File: config.mk
export PLATFORM = sky130hd
export DESIGN_NAME = multicore_job_scheduler_unit
export DESIGN_NICKNAME = d
export VERILOG_FILES = /design/src/design/mjs_pkg.sv /design/src/design/mjs_datapath.sv /design/src/design/mjs_controller.sv /design/src/design/multicore_job_scheduler_unit.sv
export SDC_FILE = /design/constraint.sdc
export NUM_CORES = 2
export LEC_CHECK = 0
export BUFFER_PORTS_ARGS = -buffer_cell sky130_fd_sc_hd__buf_2
export CORE_MARGIN = 4
export CORE_UTILIZATION = 60
export DETAILED_ROUTE_END_ITERATION = 8
export PLACE_DENSITY = 0.76
export SYNTH_ARGS = -nofsm -noshare
export SYNTH_HDL_FRONTEND = slang
export SYNTH_SLANG_ARGS = --single-unit
File: constraint.sdc
create_clock -name clk -period 12.1 [get_ports clk]
set_input_delay 1.815 -clock clk [delete_from_list [all_inputs] [get_ports clk]]
set_output_delay 1.815 -clock clk [all_outputs]
set_load 0.01 [all_outputs]
File: src/design/mjs_pkg.sv
// Shared types, constants and codes of the multi-core job scheduler.
// Used by the controller, the datapath and the top level; depends on nothing.
package mjs_pkg;

	localparam int MAX_CORES = 8;
	localparam int QDEPTH    = 32;
	localparam int CORE_W    = $clog2(MAX_CORES);
	localparam int QAW       = $clog2(QDEPTH);
	localparam int QCW       = QAW + 1;
	localparam int ACT_W     = 4;
	localparam int POL_W     = 3;
	localparam int CFG_IDX_W = 1;
	localparam int CFG_DAT_W = 4;

	// Event kinds; the last code is unused and changes nothing.
	localparam logic [1:0] MODE_ARRIVE = 2'd0;
	localparam logic [1:0] MODE_FINISH = 2'd1;
	localparam logic [1:0] MODE_EXPIRE = 2'd2;
	localparam logic [1:0] MODE_NONE   = 2'd3;

	// Scheduling policies.
	localparam logic [POL_W-1:0] POL_FCFS = 3'd0;
	localparam logic [POL_W-1:0] POL_SJF  = 3'd1;
	localparam logic [POL_W-1:0] POL_PSJF = 3'd2;
	localparam logic [POL_W-1:0] POL_PRI  = 3'd3;
	localparam logic [POL_W-1:0] POL_PPRI = 3'd4;
	localparam logic [POL_W-1:0] POL_RR   = 3'd5;

	// Configuration register indexes.
	localparam logic [CFG_IDX_W-1:0] CFG_ACTIVE = 1'd0;
	localparam logic [CFG_IDX_W-1:0] CFG_POLICY = 1'd1;

	typedef struct packed {
		logic [1:0]  mode;
		logic [15:0] job_id;
		logic [31:0] now;
		logic [15:0] run_length;
		logic [15:0] job_priority;
		logic [2:0]  core_sel;
	} req_t;

	typedef struct packed {
		logic        scheduled;
		logic [2:0]  target_core;
		logic [15:0] job_out;
		logic        rejected;
	} res_t;

	// One waiting job.
	typedef struct packed {
		logic [15:0] job;
		logic [31:0] arrival;
		logic [15:0] remaining;
		logic [15:0] prio;
	} entry_t;

	typedef enum logic [3:0] {
		ST_IDLE,
		ST_DECIDE,
		ST_PLACE,
		ST_SCAN_CALC,
		ST_SCAN_CMP,
		ST_VICTIM,
		ST_VREM,
		ST_PREEMPT,
		ST_EREM,
		ST_EXP_DECIDE,
		ST_DISP_RD,
		ST_DISP_WR,
		ST_INS_START,
		ST_INS_LOOP,
		ST_INS_TAIL,
		ST_DONE
	} state_t;

	// Controller to datapath.
	typedef struct packed {
		logic latch;
		logic sel_free;
		logic sel_victim;
		logic core_from_scan;
		logic rem_calc;
		logic scan_clr;
		logic scan_cmp;
		logic place_new;
		logic carry_core;
		logic carry_new;
		logic release_core;
		logic refresh_core;
		logic disp_rd;
		logic disp_wr;
		logic ins_start;
		logic ins_step;
		logic ins_tail;
		logic res_rej;
		logic res_new;
		logic res_core;
	} cmd_t;

	// Datapath to controller.
	typedef struct packed {
		logic [1:0]       mode;
		logic [POL_W-1:0] pol;
		logic             len_zero;
		logic             free_found;
		logic             q_full;
		logic             q_empty;
		logic             sel_ok;
		logic             scan_last;
		logic             victim_found;
		logic             tgt_busy;
		logic             rem_zero;
		logic             ins_last;
	} stat_t;

endpackage

File: src/design/mjs_datapath.sv
// Datapath of the job scheduler: configuration, core table, wait queue memory
// and result register. Depends on mjs_pkg; driven by mjs_controller.
module mjs_datapath (
	input  logic                      clk,
	input  logic                      arst_n,
	input  mjs_pkg::req_t             req,
	input  logic                      cfg_valid,
	input  logic [mjs_pkg::CFG_IDX_W-1:0] cfg_index,
	input  logic [mjs_pkg::CFG_DAT_W-1:0] cfg_data,
	input  mjs_pkg::cmd_t             cmd,
	output mjs_pkg::stat_t            stat,
	output mjs_pkg::res_t             res
);
	import mjs_pkg::*;

	logic [ACT_W-1:0]  active_q;
	logic [POL_W-1:0]  policy_q;
	logic [POL_W-1:0]  pol;
	logic [ACT_W-1:0]  ncores;
	req_t              req_q;

	logic [MAX_CORES-1:0] busy_q;
	logic [15:0] core_job_q   [MAX_CORES];
	logic [31:0] core_arr_q   [MAX_CORES];
	logic [15:0] core_rem_q   [MAX_CORES];
	logic [15:0] core_prio_q  [MAX_CORES];
	logic [31:0] core_start_q [MAX_CORES];

	logic [CORE_W-1:0] tgt_q, scan_idx_q, victim_q, free_idx, core_idx;
	logic              free_found, vfound_q;
	logic [15:0]       worst_q, rem_q, rem_val, key, lim;
	logic [31:0]       elapsed;

	entry_t            mem [QDEPTH];
	entry_t            rd_q, carry_q, wr_data;
	logic              rd_en, wr_en, take;
	logic [QAW-1:0]    rd_addr, wr_addr, head_q;
	logic [QCW-1:0]    count_q, k_q;
	logic              found_q;
	res_t              res_q;

	// True when entry a strictly goes before entry b under policy p.
	function automatic logic precedes(entry_t a, entry_t b, logic [POL_W-1:0] p);
		logic r;
		r = 1'b0;
		case (p)
			POL_FCFS: r = a.arrival < b.arrival;
			POL_SJF, POL_PSJF: r = (a.remaining != b.remaining) ?
				(a.remaining < b.remaining) : (a.arrival < b.arrival);
			POL_PRI, POL_PPRI: r = (a.prio != b.prio) ?
				(a.prio < b.prio) : (a.arrival < b.arrival);
			default: r = 1'b0;
		endcase
		return r;
	endfunction

	// Configuration registers, with out-of-range values folded.
	always_ff @(posedge clk or negedge arst_n) begin
		if (!arst_n) begin
			active_q <= ACT_W'(1);
			policy_q <= POL_FCFS;
		end else if (cfg_valid) begin
			unique case (cfg_index)
				CFG_ACTIVE: active_q <= cfg_data[ACT_W-1:0];
				CFG_POLICY: policy_q <= cfg_data[POL_W-1:0];
				default: ;
			endcase
		end
	end

	assign pol    = (policy_q <= POL_RR) ? policy_q : POL_FCFS;
	assign ncores = (active_q == '0) ? ACT_W'(1) :
		(active_q > ACT_W'(MAX_CORES)) ? ACT_W'(MAX_CORES) : active_q;

	// Lowest idle core among those in use.
	always_comb begin
		free_found = 1'b0;
		free_idx   = '0;
		for (int i = MAX_CORES - 1; i >= 0; i--) begin
			if (!busy_q[i] && (ACT_W'(i) < ncores)) begin
				free_found = 1'b1;
				free_idx   = CORE_W'(i);
			end
		end
	end

	// Remaining run time of one core, saturating at zero.
	assign core_idx = cmd.core_from_scan ? scan_idx_q : tgt_q;
	assign elapsed  = (req_q.now >= core_start_q[core_idx]) ?
		(req_q.now - core_start_q[core_idx]) : '0;
	assign rem_val  = ({16'b0, core_rem_q[core_idx]} > elapsed) ?
		(core_rem_q[core_idx] - elapsed[15:0]) : '0;

	// Preemption key of the scanned core and the bound it must exceed.
	assign key = (pol == POL_PSJF) ? rem_q : core_prio_q[core_idx];
	assign lim = (pol == POL_PSJF) ? req_q.run_length : req_q.job_priority;

	// Item and working registers.
	always_ff @(posedge clk) begin
		if (cmd.latch) req_q <= req;
		if (cmd.rem_calc) rem_q <= rem_val;
		if (cmd.latch) tgt_q <= req.core_sel;
		else if (cmd.sel_free) tgt_q <= free_idx;
		else if (cmd.sel_victim) tgt_q <= victim_q;
		if (cmd.scan_cmp && key > lim && (!vfound_q || key > worst_q)) begin
			worst_q  <= key;
			victim_q <= scan_idx_q;
		end
		if (cmd.carry_new)
			carry_q <= '{req_q.job_id, req_q.now, req_q.run_length, req_q.job_priority};
		else if (cmd.carry_core)
			carry_q <= '{core_job_q[core_idx], core_arr_q[core_idx], rem_q,
				core_prio_q[core_idx]};
		else if (cmd.ins_step && take)
			carry_q <= rd_q;
	end

	// Victim scan control.
	always_ff @(posedge clk or negedge arst_n) begin
		if (!arst_n) begin
			scan_idx_q <= '0;
			vfound_q   <= 1'b0;
		end else if (cmd.scan_clr) begin
			scan_idx_q <= '0;
			vfound_q   <= 1'b0;
		end else if (cmd.scan_cmp) begin
			scan_idx_q <= scan_idx_q + CORE_W'(1);
			if (key > lim) vfound_q <= 1'b1;
		end
	end

	// Core table contents.
	always_ff @(posedge clk) begin
		if (cmd.place_new) begin
			core_job_q[tgt_q]   <= req_q.job_id;
			core_arr_q[tgt_q]   <= req_q.now;
			core_rem_q[tgt_q]   <= req_q.run_length;
			core_prio_q[tgt_q]  <= req_q.job_priority;
			core_start_q[tgt_q] <= req_q.now;
		end else if (cmd.disp_wr) begin
			core_job_q[tgt_q]   <= rd_q.job;
			core_arr_q[tgt_q]   <= rd_q.arrival;
			core_rem_q[tgt_q]   <= rd_q.remaining;
			core_prio_q[tgt_q]  <= rd_q.prio;
			core_start_q[tgt_q] <= req_q.now;
		end else if (cmd.refresh_core) begin
			core_rem_q[tgt_q]   <= rem_q;
			core_start_q[tgt_q] <= req_q.now;
		end
	end

	// Core busy bits.
	always_ff @(posedge clk or negedge arst_n) begin
		if (!arst_n) busy_q <= '0;
		else if (cmd.place_new || cmd.disp_wr) busy_q[tgt_q] <= 1'b1;
		else if (cmd.release_core) busy_q[tgt_q] <= 1'b0;
	end

	// Wait queue ports: a ring with its head at head_q.
	assign take    = found_q || precedes(carry_q, rd_q, pol);
	assign rd_en   = cmd.disp_rd || cmd.ins_start || cmd.ins_step;
	assign rd_addr = cmd.ins_step ? (head_q + k_q[QAW-1:0] + QAW'(1)) : head_q;
	assign wr_data = carry_q;
	always_comb begin
		wr_en   = 1'b0;
		wr_addr = head_q;
		if (cmd.ins_start && count_q == '0) begin
			wr_en = 1'b1;
		end else if (cmd.ins_step && take) begin
			wr_en   = 1'b1;
			wr_addr = head_q + k_q[QAW-1:0];
		end else if (cmd.ins_tail) begin
			wr_en   = 1'b1;
			wr_addr = head_q + count_q[QAW-1:0];
		end
	end

	always_ff @(posedge clk) begin
		if (wr_en) mem[wr_addr] <= wr_data;
		if (rd_en) rd_q <= mem[rd_addr];
	end

	// Queue pointers and the insert walk.
	always_ff @(posedge clk or negedge arst_n) begin
		if (!arst_n) begin
			head_q  <= '0;
			count_q <= '0;
			k_q     <= '0;
			found_q <= 1'b0;
		end else begin
			if (cmd.disp_wr) begin
				head_q  <= head_q + QAW'(1);
				count_q <= count_q - QCW'(1);
			end else if ((cmd.ins_start && count_q == '0) || cmd.ins_tail) begin
				count_q <= count_q + QCW'(1);
			end
			if (cmd.ins_start) begin
				k_q     <= '0;
				found_q <= 1'b0;
			end else if (cmd.ins_step) begin
				k_q <= k_q + QCW'(1);
				if (take) found_q <= 1'b1;
			end
		end
	end

	// Result register.
	always_ff @(posedge clk) begin
		if (cmd.latch) begin
			res_q <= '0;
		end else if (cmd.res_rej) begin
			res_q.rejected <= 1'b1;
		end else if (cmd.res_new) begin
			res_q <= '{1'b1, tgt_q, req_q.job_id, 1'b0};
		end else if (cmd.disp_wr) begin
			res_q <= '{1'b1, tgt_q, rd_q.job, 1'b0};
		end else if (cmd.res_core) begin
			res_q <= '{1'b1, tgt_q, core_job_q[core_idx], 1'b0};
		end
	end
	assign res = res_q;

	// Status towards the controller.
	assign stat.mode         = req_q.mode;
	assign stat.pol          = pol;
	assign stat.len_zero     = req_q.run_length == '0;
	assign stat.free_found   = free_found;
	assign stat.q_full       = count_q == QCW'(QDEPTH);
	assign stat.q_empty      = count_q == '0;
	assign stat.sel_ok       = {1'b0, req_q.core_sel} < ncores;
	assign stat.scan_last    = {1'b0, scan_idx_q} == (ncores - ACT_W'(1));
	assign stat.victim_found = vfound_q;
	assign stat.tgt_busy     = busy_q[core_idx];
	assign stat.rem_zero     = rem_q == '0;
	assign stat.ins_last     = (k_q + QCW'(1)) >= count_q;

	a_count_range: assert property (@(posedge clk) disable iff (!arst_n)
		count_q <= QCW'(QDEPTH)) else $error("wait queue count beyond depth");
	a_disp_nonempty: assert property (@(posedge clk) disable iff (!arst_n)
		cmd.disp_wr |-> count_q != '0) else $error("dispatch from empty queue");
	a_ins_room: assert property (@(posedge clk) disable iff (!arst_n)
		cmd.ins_start |-> count_q < QCW'(QDEPTH)) else $error("insert into full queue");
	a_place_core: assert property (@(posedge clk) disable iff (!arst_n)
		cmd.place_new |=> busy_q[$past(tgt_q)]) else $error("placed core not busy");

endmodule

File: src/design/mjs_controller.sv
// Sequencing state machine of the job scheduler.
// Depends on mjs_pkg; issues commands to mjs_datapath and reads its status.
module mjs_controller (
	input  logic           clk,
	input  logic           arst_n,
	input  logic           start,
	input  mjs_pkg::stat_t stat,
	output mjs_pkg::cmd_t  cmd,
	output logic           busy,
	output logic           done
);
	import mjs_pkg::*;

	state_t state_q, state_d;
	logic   pend_ins_q, pend_ins_d;

	// State register.
	always_ff @(posedge clk or negedge arst_n) begin
		if (!arst_n) begin
			state_q    <= ST_IDLE;
			pend_ins_q <= 1'b0;
		end else begin
			state_q    <= state_d;
			pend_ins_q <= pend_ins_d;
		end
	end

	// Next state and commands.
	always_comb begin
		state_d    = state_q;
		pend_ins_d = pend_ins_q;
		cmd        = '0;
		done       = 1'b0;
		busy       = state_q != ST_IDLE;
		unique case (state_q)
			ST_IDLE: begin
				if (start) begin
					cmd.latch  = 1'b1;
					pend_ins_d = 1'b0;
					state_d    = ST_DECIDE;
				end
			end
			ST_DECIDE: begin
				unique case (stat.mode)
					MODE_ARRIVE: begin
						if (stat.len_zero) begin
							cmd.res_rej = 1'b1;
							state_d     = ST_DONE;
						end else if (stat.free_found) begin
							cmd.sel_free = 1'b1;
							state_d      = ST_PLACE;
						end else if (stat.q_full) begin
							cmd.res_rej = 1'b1;
							state_d     = ST_DONE;
						end else if (stat.pol == POL_PSJF || stat.pol == POL_PPRI) begin
							cmd.scan_clr = 1'b1;
							state_d      = ST_SCAN_CALC;
						end else begin
							cmd.carry_new = 1'b1;
							state_d       = ST_INS_START;
						end
					end
					MODE_FINISH: begin
						if (stat.sel_ok) begin
							cmd.release_core = 1'b1;
							state_d = stat.q_empty ? ST_DONE : ST_DISP_RD;
						end else begin
							state_d = ST_DONE;
						end
					end
					MODE_EXPIRE: begin
						if (stat.pol == POL_RR && stat.sel_ok) begin
							if (stat.tgt_busy) state_d = ST_EREM;
							else state_d = stat.q_empty ? ST_DONE : ST_DISP_RD;
						end else begin
							state_d = ST_DONE;
						end
					end
					default: state_d = ST_DONE;
				endcase
			end
			ST_PLACE: begin
				cmd.place_new = 1'b1;
				cmd.res_new   = 1'b1;
				state_d       = ST_DONE;
			end
			ST_SCAN_CALC: begin
				cmd.core_from_scan = 1'b1;
				cmd.rem_calc       = 1'b1;
				state_d            = ST_SCAN_CMP;
			end
			ST_SCAN_CMP: begin
				cmd.core_from_scan = 1'b1;
				cmd.scan_cmp       = 1'b1;
				state_d = stat.scan_last ? ST_VICTIM : ST_SCAN_CALC;
			end
			ST_VICTIM: begin
				if (stat.victim_found) begin
					cmd.sel_victim = 1'b1;
					state_d        = ST_VREM;
				end else begin
					cmd.carry_new = 1'b1;
					state_d       = ST_INS_START;
				end
			end
			ST_VREM: begin
				cmd.rem_calc = 1'b1;
				state_d      = ST_PREEMPT;
			end
			ST_PREEMPT: begin
				// Requeue the preempted job and put the new one in its place.
				cmd.carry_core = 1'b1;
				cmd.place_new  = 1'b1;
				cmd.res_new    = 1'b1;
				state_d        = ST_INS_START;
			end
			ST_EREM: begin
				cmd.rem_calc = 1'b1;
				state_d      = ST_EXP_DECIDE;
			end
			ST_EXP_DECIDE: begin
				if (stat.rem_zero) begin
					cmd.release_core = 1'b1;
					state_d = stat.q_empty ? ST_DONE : ST_DISP_RD;
				end else if (!stat.q_empty) begin
					cmd.carry_core = 1'b1;
					pend_ins_d     = 1'b1;
					state_d        = ST_DISP_RD;
				end else begin
					cmd.refresh_core = 1'b1;
					cmd.res_core     = 1'b1;
					state_d          = ST_DONE;
				end
			end
			ST_DISP_RD: begin
				cmd.disp_rd = 1'b1;
				state_d     = ST_DISP_WR;
			end
			ST_DISP_WR: begin
				cmd.disp_wr = 1'b1;
				state_d = pend_ins_q ? ST_INS_START : ST_DONE;
			end
			ST_INS_START: begin
				cmd.ins_start = 1'b1;
				state_d = stat.q_empty ? ST_DONE : ST_INS_LOOP;
			end
			ST_INS_LOOP: begin
				cmd.ins_step = 1'b1;
				if (stat.ins_last) state_d = ST_INS_TAIL;
			end
			ST_INS_TAIL: begin
				cmd.ins_tail = 1'b1;
				state_d      = ST_DONE;
			end
			ST_DONE: begin
				done    = 1'b1;
				state_d = ST_IDLE;
			end
			default: state_d = ST_IDLE;
		endcase
	end

endmodule

File: src/design/multicore_job_scheduler_unit.sv
// Top level of the multi-core job scheduler.
// Depends on mjs_pkg, mjs_controller and mjs_datapath.
//
// One event is taken at a time: start is accepted while busy is low, and the
// single result appears on res for exactly one cycle with res_valid high; the
// receiver cannot stall it. An event is rejected or ignored, places an
// arriving job on an idle core, refreshes a quantum, or dispatches a waiting
// job after a finish or an expiry. A preemption check scans the cores in use
// and, when it finds a victim, places the new job there; the job left over
// goes into the wait queue. Inserting into the wait queue walks the queue
// memory one entry a cycle, or writes directly when the queue is empty. That
// walk sets the worst case: a preemption over eight cores that requeues the
// old job behind 31 waiting ones.
// Configuration writes are always accepted and belong in idle periods.
module multicore_job_scheduler_unit (
	input  logic                          clk,
	input  logic                          arst_n,
	input  logic                          start,
	output logic                          busy,
	input  mjs_pkg::req_t                 req,
	output logic                          res_valid,
	output mjs_pkg::res_t                 res,
	input  logic                          cfg_valid,
	output logic                          cfg_ready,
	input  logic [mjs_pkg::CFG_IDX_W-1:0] cfg_index,
	input  logic [mjs_pkg::CFG_DAT_W-1:0] cfg_data
);
	import mjs_pkg::*;

	cmd_t  cmd;
	stat_t stat;

	assign cfg_ready = 1'b1;

	mjs_controller u_ctrl (
		.clk    (clk),
		.arst_n (arst_n),
		.start  (start),
		.stat   (stat),
		.cmd    (cmd),
		.busy   (busy),
		.done   (res_valid)
	);

	mjs_datapath u_dp (
		.clk       (clk),
		.arst_n    (arst_n),
		.req       (req),
		.cfg_valid (cfg_valid && cfg_ready),
		.cfg_index (cfg_index),
		.cfg_data  (cfg_data),
		.cmd       (cmd),
		.stat      (stat),
		.res       (res)
	);

endmodule
# Yosys cells after proc, flatten, opt, wreduce, memory -nomap -nowiden
# Memories as Yosys holds them, arrays and structs flattened. A register that Yosys moved wholly into a read port is not among the register bits.
# Cells that the tools add are included.
word_totals:
  register_bits: 266
  ram_bits: 3456
  output_inout_bits: 24
  n_memories: 6
classes:
  addsub: 11
  magnitude_cmp: 22
  n_eq_ne: 30
  n_mux: 145
  bitwise_logic: 12
  reduce_logical: 62
memory_table:
  columns: ["memory", "words", "word_bits", "read_ports", "rd_ports_with_merged_regs", "write_ports", "line_no", "rtl"]
  rows:
  - ["u_dp.mem", 32, 80, 1, 1, 1, "mjs_datapath.sv:34", "entry_t mem [QDEPTH];"]
  - ["u_dp.core_arr_q", 8, 32, 1, 0, 1, "mjs_datapath.sv:24", "logic [31:0] core_arr_q [MAX_CORES];"]
  - ["u_dp.core_start_q", 8, 32, 1, 0, 1, "mjs_datapath.sv:27", "logic [31:0] core_start_q [MAX_CORES];"]
  - ["u_dp.core_job_q", 8, 16, 1, 0, 1, "mjs_datapath.sv:23", "logic [15:0] core_job_q [MAX_CORES];"]
  - ["u_dp.core_prio_q", 8, 16, 1, 0, 1, "mjs_datapath.sv:26", "logic [15:0] core_prio_q [MAX_CORES];"]
  - ["u_dp.core_rem_q", 8, 16, 1, 0, 1, "mjs_datapath.sv:25", "logic [15:0] core_rem_q [MAX_CORES];"]
op_table:
  columns: ["operator", "n"]
  rows:
  - ["$mux 80", 3]
  - ["$mux 32", 4]
  - ["$mux 16", 6]
  - ["$mux 1", 79]
  - ["$mux 21", 3]
  - ["$pmux 4 s15", 1]
  - ["$mux 3", 17]
  - ["$mux 4", 12]
  - ["$eq 4x4->1 const B", 8]
  - ["$ge 32x32->1", 1]
  - ["$gt 16x16->1", 2]
  - ["$gt 16x32->1", 1]
  - ["$logic_not 16->1", 2]
  - ["$lt 16x16->1", 2]
  - ["$lt 32x32->1", 1]
  - ["$ne 16x16->1", 2]
  - ["$sub 32x32->32", 1]
  - ["$mux 6", 4]
  - ["$mux 5", 4]
  - ["$eq 4x3->1 const B", 4]
  - ["$lt 3x4->1 const A", 4]
  - ["$mux 8", 2]
  - ["$sub 16x16->16", 1]
  - ["$logic_and 1x1->1", 14]
  - ["48 further kinds", 104]

# Longest topological paths before layout
depth:
  ltp_word: 19
  ltp_mapped: 35

# Cells and area by module
# A second synthesis with hierarchy kept.
hier_totals:
  hier_cells: 11101
  area_unflattened_um2: 155825.7
by_module_without_submodules:
  columns: ["mod", "instances", "cells_each", "area_per_inst_um2", "seq_area_each_um2"]
  rows:
  - ["mjs_datapath", 1, 10988, 155038.7, 113625.2]
  - ["mjs_controller", 1, 111, 775.7, 125.1]
  - ["multicore_job_scheduler_unit", 1, 2, 11.3, 0.0]

# Worst setup path before layout
# OpenSTA, ideal clock, no wires.
synth_timing:
  path_kind: "reg2reg"
  from: "reg u_dp.carry_q[16] in the netlist's numbering"
  to: "mem u_dp.mem[14][0] in the netlist's numbering, enable pin"
  setup_time_ns: 0.616
  t_arrival_ns: 8.412
  required_ns: 11.484
  path_slack_ns: 3.071
  path_stages_with_launch: 13
  n_path_buf: 1
  synth_period_minus_slack_ns: 9.029
  path_cell_list: "edfxtp_1 > inv_1 > ha_1 > nand4_1 > nor3_1 > a21o_1 > a21oi_1 > or4_1 > a21oi_1 > nor3b_1 > a211o_1 > clkbuf_1 > nor3_1"
synth_between:
  elab_chain_len: 9
  word_cells_on_any_way: 12
synth_rtl:
  columns: ["item", "line_no", "rtl"]
  rows:
  - ["from (decl)", "mjs_datapath.sv:35", "entry_t rd_q, carry_q, wr_data;"]
  - ["from (signal assigned)", "mjs_datapath.sv:110", "carry_q <= '{req_q.job_id, req_q.now, req_q.run_length, req_q.job_priority};"]
  - ["from (signal assigned)", "mjs_datapath.sv:112", "carry_q <= '{core_job_q[core_idx], core_arr_q[core_idx], rem_q,"]
  - ["from (signal assigned)", "mjs_datapath.sv:115", "carry_q <= rd_q;"]
  - ["$lt 16x16->1 or $ne 16x16->1 (tied branches)", "mjs_datapath.sv:49, mjs_datapath.sv:48", null]
  - ["$mux 1 (*)", "mjs_datapath.sv:48", "POL_SJF, POL_PSJF: r = (a.remaining != b.remaining) ?"]
  - ["$pmux 1 s3 (*)", "mjs_datapath.sv:46", "case (p)"]
  - ["$logic_or 1x1->1 (*)", "mjs_datapath.sv:160", "assign take = found_q || precedes(carry_q, rd_q, pol);"]
  - ["$logic_and 1x1->1 (*)", "mjs_datapath.sv:169", "end else if (cmd.ins_step && take) begin"]
  - ["$mux 1", "mjs_datapath.sv:169", null]
  - ["$mux 1", "mjs_datapath.sv:167", "if (cmd.ins_start && count_q == '0) begin"]
  - ["$mux 1", "mjs_datapath.sv:179", "if (wr_en) mem[wr_addr] <= wr_data;"]
  - ["$mux 1 (implied by the code)", "mjs_datapath.sv:179", null]
  - ["to (decl)", "mjs_datapath.sv:34", null]
# Every way passes the cells marked *; elsewhere a longest branch is shown, timed or not.

# Final worst setup path
layout_timing:
  from: "reg u_ctrl.state_q[1]"
  to: "reg u_dp.rem_q[4] (data pin)"
layout_between:
  elab_chain_len: 8
  word_cells_on_any_way: 12
layout_rtl:
  columns: ["item", "line_no", "rtl"]
  rows:
  - ["from (decl)", "mjs_controller.sv:14", "state_t state_q, state_d;"]
  - ["from (signal assigned)", "mjs_controller.sv:23", "state_q <= state_d;"]
  - ["$eq 4x2->1 or $eq 4x3->1 (tied branches)", "mjs_controller.sv:35", "unique case (state_q)"]
  - ["$reduce_or 2->1 (no line) (*)", null, null]
  - ["$mux 1 (*)", "mjs_controller.sv:35", null]
  - ["$mux 3 (*)", "mjs_datapath.sv:88", "assign core_idx = cmd.core_from_scan ? scan_idx_q : tgt_q;"]
  - ["$mem_v2 8x32", null, null]
  - ["$sub 32x32->32 or $ge 32x32->1 (tied branches)", "mjs_datapath.sv:90, mjs_datapath.sv:89", null]
  - ["$mux 32", "mjs_datapath.sv:89", "assign elapsed = (req_q.now >= core_start_q[core_idx]) ?"]
  - ["$gt 16x32->1 or $sub 16x16->16 (tied branches)", "mjs_datapath.sv:91, mjs_datapath.sv:92", null]
  - ["to (signal assigned)", "mjs_datapath.sv:101", "if (cmd.rem_calc) rem_q <= rem_val;"]
  - ["to (decl)", "mjs_datapath.sv:31", "logic [15:0] worst_q, rem_q, rem_val, key, lim;"]
# Marks and branches as above.
# A chain may end at the register's enable or synchronous reset.

==> results.py <==
metrics = {
    "global_route": {
        "grt_pass1_vias": 81179,
        "grt.overflow.total": 0,
        "grt_max_degree": 109,
        "antenna_found_initial": 17,
        "grt_usage_pct": 30.1,
        "grt_pass1_wl_um": 572000,
    },
    "clock_network": {
        "cts_root_buffer": "clkbuf_16",
        "clk_latency_ps": 1010,
        "cts_sinks": 3802,
        "cts_tree": "built",
        "post_cts_resized": 0,
        "clk_pin_slew_ps": 60,
        "cts.htree.levels": 5,
        "cts_setup_buffers": 0,
        "ctsHoldBuffers": 0,
        "cts_buffer_depth": 4,
        "cts_buffers": 382,
    },
    "die": {
        "coreArea_um2": 252000,
        "dieArea_um2": 263000,
        "die_w_um": 512,
        "num_rows": 184,
        "start_util_pct": 60.5,
        "die_h_um": 512,
        "io_pins": 118,
    },
    "yosys": {
        "ys.flop_type": "edfxtp_1",
        "synth_edf_count": 3739,
        "ys_types": 85,
        "synthArstFlopShare_pct": 1.10,
        "yosysSeqAreaShare_pct": 74.5,
        "synth_area_um2": 153000,
        "syn_inst": 7937,
        "ys_ff_latch": 3802,
        "yosys_warnings": 0,
        "synth_nets": 8212,
        "avgSynthCellArea_um2": 19.2,
    },
    "layout": {
        "stdcell_count": 11814,
        "drive_above_1_share_pct": 21.5,
        "area.growth.synth_to_final_pct": 10.9,
        "fill_cells": 15521,
        "fin_nets": 8446,
    },
    "setup_path": {
        "path_max_fanout": 38,
        "cp-end-kind": "flop",
        "required_ps": 12860,
        "crit_arrival_ps": 10370,
        "critPathLaunch": "u_ctrl.state_q[1]",
        "start_kind": "flop",
        "crit_type": "reg -> reg",
        "timing.rr.start": "u_ctrl.state_q[1]",
    },
    "power_and_ir_drop": {
        "vdd_drop_max_mv": 0.293,
        "switching_share_pct": 34.2,
        "power.switching_mw": 16.0,
        "comb_power_share_pct": 33.5,
        "power.leakage_nw": 55.7,
        "clkPwrFrac_pct": 25.3,
        "power.internal_mw": 30.7,
        "sequentialPowerShare_pct": 41.2,
        "power_density_nw_per_um2": 276,
    },
    "run_status": {
        "status": "complete, no violations",
    },
    "sta": {
        "setup-violations-final": 0,
        "min_period_over_period_pct": 79.5,
        "tightest_slew_ps": 1470,
        "finalHoldViolCount": 0,
        "fin_crit_ps": 9620,
        "slew_violations": 0,
        "clock.fmax_mhz": 104,
        "slew_headroom_pct": 1.85,
        "fin_tns_setup_ps": 0,
        "skew_ps": 91.3,
        "rsz0062_at_grt": "no",
    },
    "place": {
        "dp.cells": 11135,
        "numPortBuffers": 116,
        "dpl.hpwl_um": 208000,
        "routabilityCongestion": 0.854,
    },
    "routing": {
        "via_per_inst": 6.91,
        "route.vias.total": 81665,
        "wl_um": 394000,
        "firstDrtPassIters": 6,
        "wl_per_cell_um": 33.4,
        "dr.first_iter.drc_count": 12496,
        "drc_errors": 0,
        "drtAntennaViolNets": 0,
    },
    "job": {
        "cap_viol_max_count": 0,
    },
    "min_path": {
        "hold_class": "reg -> reg",
        "holdCritStartpoint": "u_dp.res[18]",
    },
}
## flip-flops by register name (all words and copies together), names as in the netlist, 6 cells and up, named ones only
name / flops
u_dp.rd_q: 80
u_dp.core_start_q: 256
u_dp.req_q: 83
u_dp.carry_q: 80
u_dp.mem: 2560
u_dp.res: 21
u_dp.core_arr_q: 256
u_dp.core_rem_q: 128
u_dp.k_q: 6
u_dp.rem_q: 16
u_dp.core_prio_q: 128
u_dp.core_job_q: 128
u_dp.worst_q: 16
u_dp.count_q: 6
## per-layer routing
metal / part of all wire (%) / wire, um / GRT usage [%] / up-vias
li1: - / - / - / 32687
met1: 36 / 144000 / 43.4 / 42084
met2: 47 / 186000 / 46.2 / 6015
met3: 13 / 52300 / 7.60 / 867
met4: 3.1 / 12200 / 9.16 / 12
met5: 0.022 / 86 / 0 / -
## power by group through the flow
stage	Clock [mW]	Combinational (mW)	Sequential [mW]
after detailed placement	0	15.4	19.4
final	11.8	15.6	19.2
after global routing	12.5	16.8	19.4
after global placement	0	15.2	19.2
after floorplan	0	11.3	18.6
after CTS	11.9	15.6	19.2
## cells in the mapped netlist (22+ instances only)
| cell | number | share of area (%) |
|---|---|---|
| a21o_1 | 37 | 0.18 |
| a21oi_1 | 177 | 0.58 |
| a22oi_1 | 22 | 0.11 |
| a311oi_1 | 81 | 0.46 |
| a31o_1 | 80 | 0.46 |
| and3_1 | 86 | 0.35 |
| buf_1 | 33 | 0.081 |
| buf_2 | 126 | 0.41 |
| buf_4 | 25 | 0.12 |
| buf_6 | 71 | 0.52 |
| clkbuf_1 | 176 | 0.43 |
| dfrtp_1 | 41 | 0.67 |
| edfxtp_1 | 3739 | 74 |
| ha_1 | 176 | 1.4 |
| inv_1 | 121 | 0.30 |
| mux2_2 | 29 | 0.21 |
| mux2i_1 | 119 | 0.78 |
| mux4_2 | 866 | 13 |
| nand2_1 | 882 | 2.2 |
| nand2b_1 | 39 | 0.16 |
| nand3_1 | 203 | 0.67 |
| nand4_1 | 33 | 0.14 |
| nor2_1 | 173 | 0.43 |
| nor2b_1 | 26 | 0.11 |
| nor3_1 | 55 | 0.18 |
| o21ai_0 | 149 | 0.49 |
| o221ai_1 | 46 | 0.26 |
| o22ai_1 | 24 | 0.098 |
| xnor2_1 | 38 | 0.22 |
| xor2_1 | 22 | 0.13 |
## critical path: stages, from the launching register on
cell and delay (ps):
dfrtp_1 710, or4b_1 770, nor2_1 180, a221o_4 490, buf_4 690, mux4_2 600
mux2i_1 150, ha_1 290, nand4_1 160, nor3_1 420, o211ai_1 310, and3_1 270
o2bb2ai_1 220, a2111oi_1 460, or2_2 440, nand3_1 220, ha_1 410, nand3_1 110
a21boi_0 250, o21a_1 200, o211ai_1 110, a21oi_1 390, nand4_1 170, nor4_1 320
a41oi_2 560, nor3b_1 400
## path summary, 6_finish.rpt
kind | endpoint | slack, ps | cells after the start
worst max-delay path | u_dp.rem_q[4] | 2480 | 25
worst min-delay path | u_dp.res[18] | 490 | 2
worst max register to register | u_dp.rem_q[4] | 2480 | 25
worst min register to register | u_dp.res[18] | 490 | 2
max in group asynchronous | u_dp.scan_idx_q[1] | 10400 | 1
min in group asynchronous | u_dp.count_q[0] | 1020 | 1
## cell usage in the layout, fill, tap and decap left out, drive strengths merged, types with 41 or more instances in the layout
cell,count
edfxtp,3739
nand2,883
mux4,866
clkbuf,448
buf,283
nand3,204
a21oi,177
ha,176
nor2,173
o21ai,171
clkinv,152
inv,135
mux2i,120
and3,86
a311oi,81
a31o,80
nor3,55
bufinv,48
o221ai,46
dfrtp,41
## cell families (layout without fill, tap and decap cells)
family                     count (synthesis)  count (layout)  synth area share [%]
AOI/OAI and AO/OA                        772             772                  3.50
xor gates and xnor gates                  60              60                 0.344
adders and majority gates                181             181                  1.51
buffers and inverters                    555            1079                  1.89
DFF                                     3802            3802                  74.5
muxes                                   1015            1015                  13.8
other                                      1               6               0.00246
and+or+nand+nor                         1551            1551                  4.45
## area by class of cell
cell class,instances,area (um2),share of cell area (%)
clock inverters,226,2400,1.42
inverters,122,460,0.272
repair buffers,283,2070,1.22
multi-input cells,3580,36500,21.5
well taps,3348,4190,2.47
clock buffers,448,9960,5.88
diodes,5,12.5,0.00739
flip-flops and latches,3802,114000,67.2
## through the flow
| stage | hold slack [ps] | worst slack, ps | total power, mW | utilization [%] | instance area, um2 |
|---|---|---|---|---|---|
| global route | 507 | 1800 | 48.7 | 67.1 | 169000 |
| detailed placement | 480 | 2390 | 34.8 | 62.2 | 157000 |
| CTS | 487 | 2250 | 46.6 | 67.1 | 169000 |
| finish | 489 | 2480 | 46.7 | 67.1 | 169000 |
| floorplan | 461 | 3070 | 29.9 | - | 153000 |
| global placement | 444 | 2390 | 34.4 | 62.2 | 157000 |
Note: power is estimated with default switching activity, not from simulation.
